$ cat src/rtl/core/bflr_ram.sv
// generic single-write, single-read synchronous ram with registered read data
// no dependencies
module bflr_ram #(
  parameter int unsigned WIDTH = 8,
  parameter int unsigned DEPTH = 16
) (
  input  logic                     clk_i,
  input  logic                     we_i,
  input  logic [$clog2(DEPTH)-1:0] waddr_i,
  input  logic [WIDTH-1:0]         wdata_i,
  input  logic [$clog2(DEPTH)-1:0] raddr_i,
  output logic [WIDTH-1:0]         rdata_o
);

  logic [WIDTH-1:0] mem [DEPTH];

  always_ff @(posedge clk_i) begin
    if (we_i) begin
      mem[waddr_i] <= wdata_i;
    end
    rdata_o <= mem[raddr_i];
  end

endmodule

$ cat config.mk
export PLATFORM = sky130hd
export DESIGN_NAME = bflr_ram
export DESIGN_NICKNAME = d
export VERILOG_FILES = /design/src/rtl/core/bflr_ram.sv
export SDC_FILE = /design/constraint.sdc
export NUM_CORES = 1
export LEC_CHECK = 0
export BUFFER_PORTS_ARGS = -buffer_cell sky130_fd_sc_hd__clkbuf_2
export CAP_MARGIN = 20
export CORE_MARGIN = 10
export CORE_UTILIZATION = 25
export DETAILED_ROUTE_END_ITERATION = 16
export MAX_ROUTING_LAYER = met4
export SLEW_MARGIN = 10
export SYNTH_ARGS = -nofsm -noshare
export SYNTH_HDL_FRONTEND = slang
export SYNTH_SLANG_ARGS = --single-unit
$ cat constraint.sdc
create_clock -name clk_i -period 1.5 [get_ports clk_i]
set_input_delay 0.075 -clock clk_i [delete_from_list [all_inputs] [get_ports clk_i]]
set_output_delay 0.075 -clock clk_i [all_outputs]
set_load 0.01 [all_outputs]
---- After elaboration in Yosys (flattened, before gate mapping) ----
Memories as Yosys holds them, arrays and structs flattened. A register that Yosys moved wholly into a read port is not among the register bits.
Index checks and enable logic that the tools add are counted.
cells by class
  add/sub/neg operators ................... 0
  multipliers ............................. 0
  div/mod/pow operators ................... 0
  $lt $le $gt $ge ......................... 0
  equal/unequal tests ..................... 0
  shift operators ......................... 0
  muxes and demuxes ....................... 2
  bitwise operators ....................... 0
  reductions and logical operators ........ 0
operator list
  kind              count
  1-bit 2-to-1 mux  2
storage, ports and cells
  flip-flop bits (word level) ............. 0
  latch bits .............................. 0
  memory bits (writable) .................. 128
  memory bits (read-only) ................. 0
  output and inout bits ................... 8
  word-level logic and storage cells ...... 3
  memories ................................ 1
memories
  name  words  bits a word  rd ports  clocked after Yosys merged registers in  write ports  line  source
  mem   16     8            1         1                                        1            15    logic [WIDTH-1:0] mem [DEPTH];

---- Longest topological paths before layout ----
  word-level depth ........................ 2
  gate-level depth with buffers ........... 5

---- Worst setup path after synthesis ----
Ideal clock, no wire load.
  path type ............................... in2reg
  from .................................... in waddr_i[2]
  to ...................................... mem mem[0][0], enable pin
  setup time .............................. 383 ps
  data arrival time ....................... 1185 ps
  required time ........................... 1117 ps
  path slack .............................. -68 ps
  stages on the path ...................... 2
  cell sequence ........................... or3b_2 nor3_1
RTL lines
  element          line  source
  start, declared  9     input logic [$clog2(DEPTH)-1:0] waddr_i,
  end, declared    15
No word-level cell before the write port.

==> qor.yml <==
outcome:
  status: "complete, no violations"
cts:
  postCtsHoldBufs: 0
  path_clk_slew_ps: 60
  cts.path.max_buffers: 2
  cts.sinks: 136
  numCtsBuffers: 17
  cts_root_buf: "clkbuf_16"
  htreeDepth: 4
  cts_tree: "done"
  cts_resized: 0
  postCtsSetupRepairBufs: 0
  clock_latency_ps: 420
power_and_ir_drop:
  ir_drop_mv: 0.7083
  p_per_area_nw_per_um2: 1373
  leakage_uw: 0.002124
route:
  drt_iter0_markers: 172
  dr.pass1.iters: 4
  vias: 2466
  avgViaCountPerCell: 4.319
  wl_per_cell_um: 18.80
  drc: 0
  ant_nets: 0
  drt-total-wl_um: 10740
worst_hold_path:
  hp-class: "primary input to flip-flop"
  min_from: "wdata_i[7]"
  worstHoldPathCells: 1
  min_to: "mem[11][7]"
global_route:
  use_met3: 0.02668
  grt_overflow: 0
  busiest_layer: "met2"
  grt_max_degree: 33
  met1_usage: 0.1099
  grt_pass1_wl_um: 16320
  antenna_found_initial: 0
  grt_pass1_vias: 2657
  grt_use_met2: 0.1261
  track_usage: 0.08623
yosys:
  ys_ff_latch: 136
  ys_types: 19
  synth_edf_count: 128
  synth_area_sq_um: 5147
  yosysWarnings: 0
  yosys.area.top_type: "edfxtp_1"
  synthFlopType: "edfxtp_1"
  synth.area.top_cells: "edfxtp_1 75%, mux4_2 7.9%, mux4_1 7.1%, dfxtp_1 3.1%, a22oi_1 2.3%"
  ys_seq_area_frac: 0.7778
  synth_top_area_frac: 0.7467
  avgSynthCellArea_sq_um: 22.48
  synth_fp_nets: 247
  netlist_instances: 229
  async_flop_share: 0
sta:
  final-setup-viol-count: 0
  hold_violations: 0
  max_slew.worst_pin.slew_ps: 739.6
  period_share: 0.9314
  fmax_mhz: 715.8
  rsz0062_at_grt: "false"
  post-route-min-period_ps: 1397
  finClkSkew_ps: 11.50
  drv_slew: 0
  slew-limit-headroom: 0.5059
  tns_ps: 0
worst_setup_path:
  rr_endpoint: "rdata_o[5]"
  cp.arrival_ps: 1690
  endpoint_kind: "flip-flop"
  path_class: "flip-flop to flip-flop"
  r2r-start: "mem[1][5]"
  startpoint_type: "flip-flop"
  reg2reg_slack_ps: 100
  required_ps: 1790
  crit_fanout: 1
  reg2regPathDepth: 3
flow_run:
  cap_violations: 0
placed_design:
  place_congestion: 0.7314
  port_buffers: 25
  place_inst: 539
  place_hpwl_um: 7064
die:
  initial_utilization: 0.2544
  num_rows: 52
  core-area_sq_um: 20230
  die_y_um: 163.5
  fp.dieW_um: 163.5
  die-area_sq_um: 26730
  design.portCount: 26
finish:
  drive_gt1_frac: 0.3355
  area_growth_pct: 23.29
  diodes: 0
  nets: 306
  mostFrequentLayoutCells: "128 x edfxtp_1, 25 x clkbuf_2, 21 x buf_4, 18 x mux4_2, 17 x clkbuf_16"
  final_common_cell: "edfxtp_1"
  stdcell_count: 571
## routing by layer
| layer | up-vias | wire (um) |
|---|---|---|
| li1 | 1096 | - |
| met1 | 1291 | 5120 |
| met2 | 67 | 5029 |
| met3 | 12 | 439 |
| met4 | 0 | 147 |
| met5 | - | 0 |
## how the worst max path moves through the flow
stage,endpoint,cells after the start,start
finish,rdata_o[5],3,mem[1][5]
global route,rdata_o[7],3,mem[11][7]
CTS,rdata_o[5],3,mem[2][5]
detailed placement,rdata_o[5],6,raddr_i[0]
global placement,rdata_o[5],6,raddr_i[0]
floorplan,mem[3][0],2,waddr_i[2]
## final cells by class
class                   count  area (sq um)
multi-input cells          83          1062
fillers                  1936         13890
clock buffers              18         429.2
repair buffers             50         362.8
flip-flops and latches    136          4004
clock inverters            14         150.1
well taps                 270         337.8
## sequential cells by signal (all words and copies together), names as in the netlist
register	count
mem	128
rdata_o	8
## worst max-delay path, stage by stage (launching register included)
cell and delay, ps:
edfxtp_1 340, mux4_1 530, a22oi_1 300, nand2_1 110
## report_power, final
part | switching, uW | leakage, uW | internal, uW | total (uW)
Clock | 1540 | 0.000277 | 2450 | 4000
Combinational | 247 | 0.000624 | 188 | 434
Sequential | 31.5 | 0.00122 | 4250 | 4280
Total | 1820 | 0.00212 | 6890 | 8710
## synthesized netlist by cell type, types with 2 or more instances
cell             instances
mux4_2                  18
nand3b_1                 2
buf_6                    3
a22oi_1                 16
nand2_1                  9
nand2b_1                 2
mux4_1                  14
dfxtp_1                  8
nor3_1                   4
clkdlybuf4s25_2          3
buf_2                    3
nor2_1                  13
edfxtp_1               128
## cell families after synthesis
logic type,share of synthesized area
AOI/OAI and AO/OA,0.02334
buffers and inverters,0.01677
DFF,0.7778
muxes,0.1502
and+or+nand+nor,0.03184
## metrics by stage
stage / total power [uW] / worst slack (ps) / utilization / hold WS (ps) / area (sq um)
4_1_cts: 8797 / 88.97 / 0.3136 / 76.10 / 6346
6_report: 8711 / 102.9 / 0.3136 / 86.42 / 6346
3_5_place_dp: 4801 / -143.9 / 0.2850 / 494.6 / 5767
5_1_grt: 9000 / 58.18 / 0.3136 / 101.4 / 6346
2_1_floorplan: 4574 / 158.9 / - / 173.9 / 5152
3_3_place_gp: 4786 / -130.5 / 0.2850 / 487.1 / 5767
(Power assumes the default switching activity.)
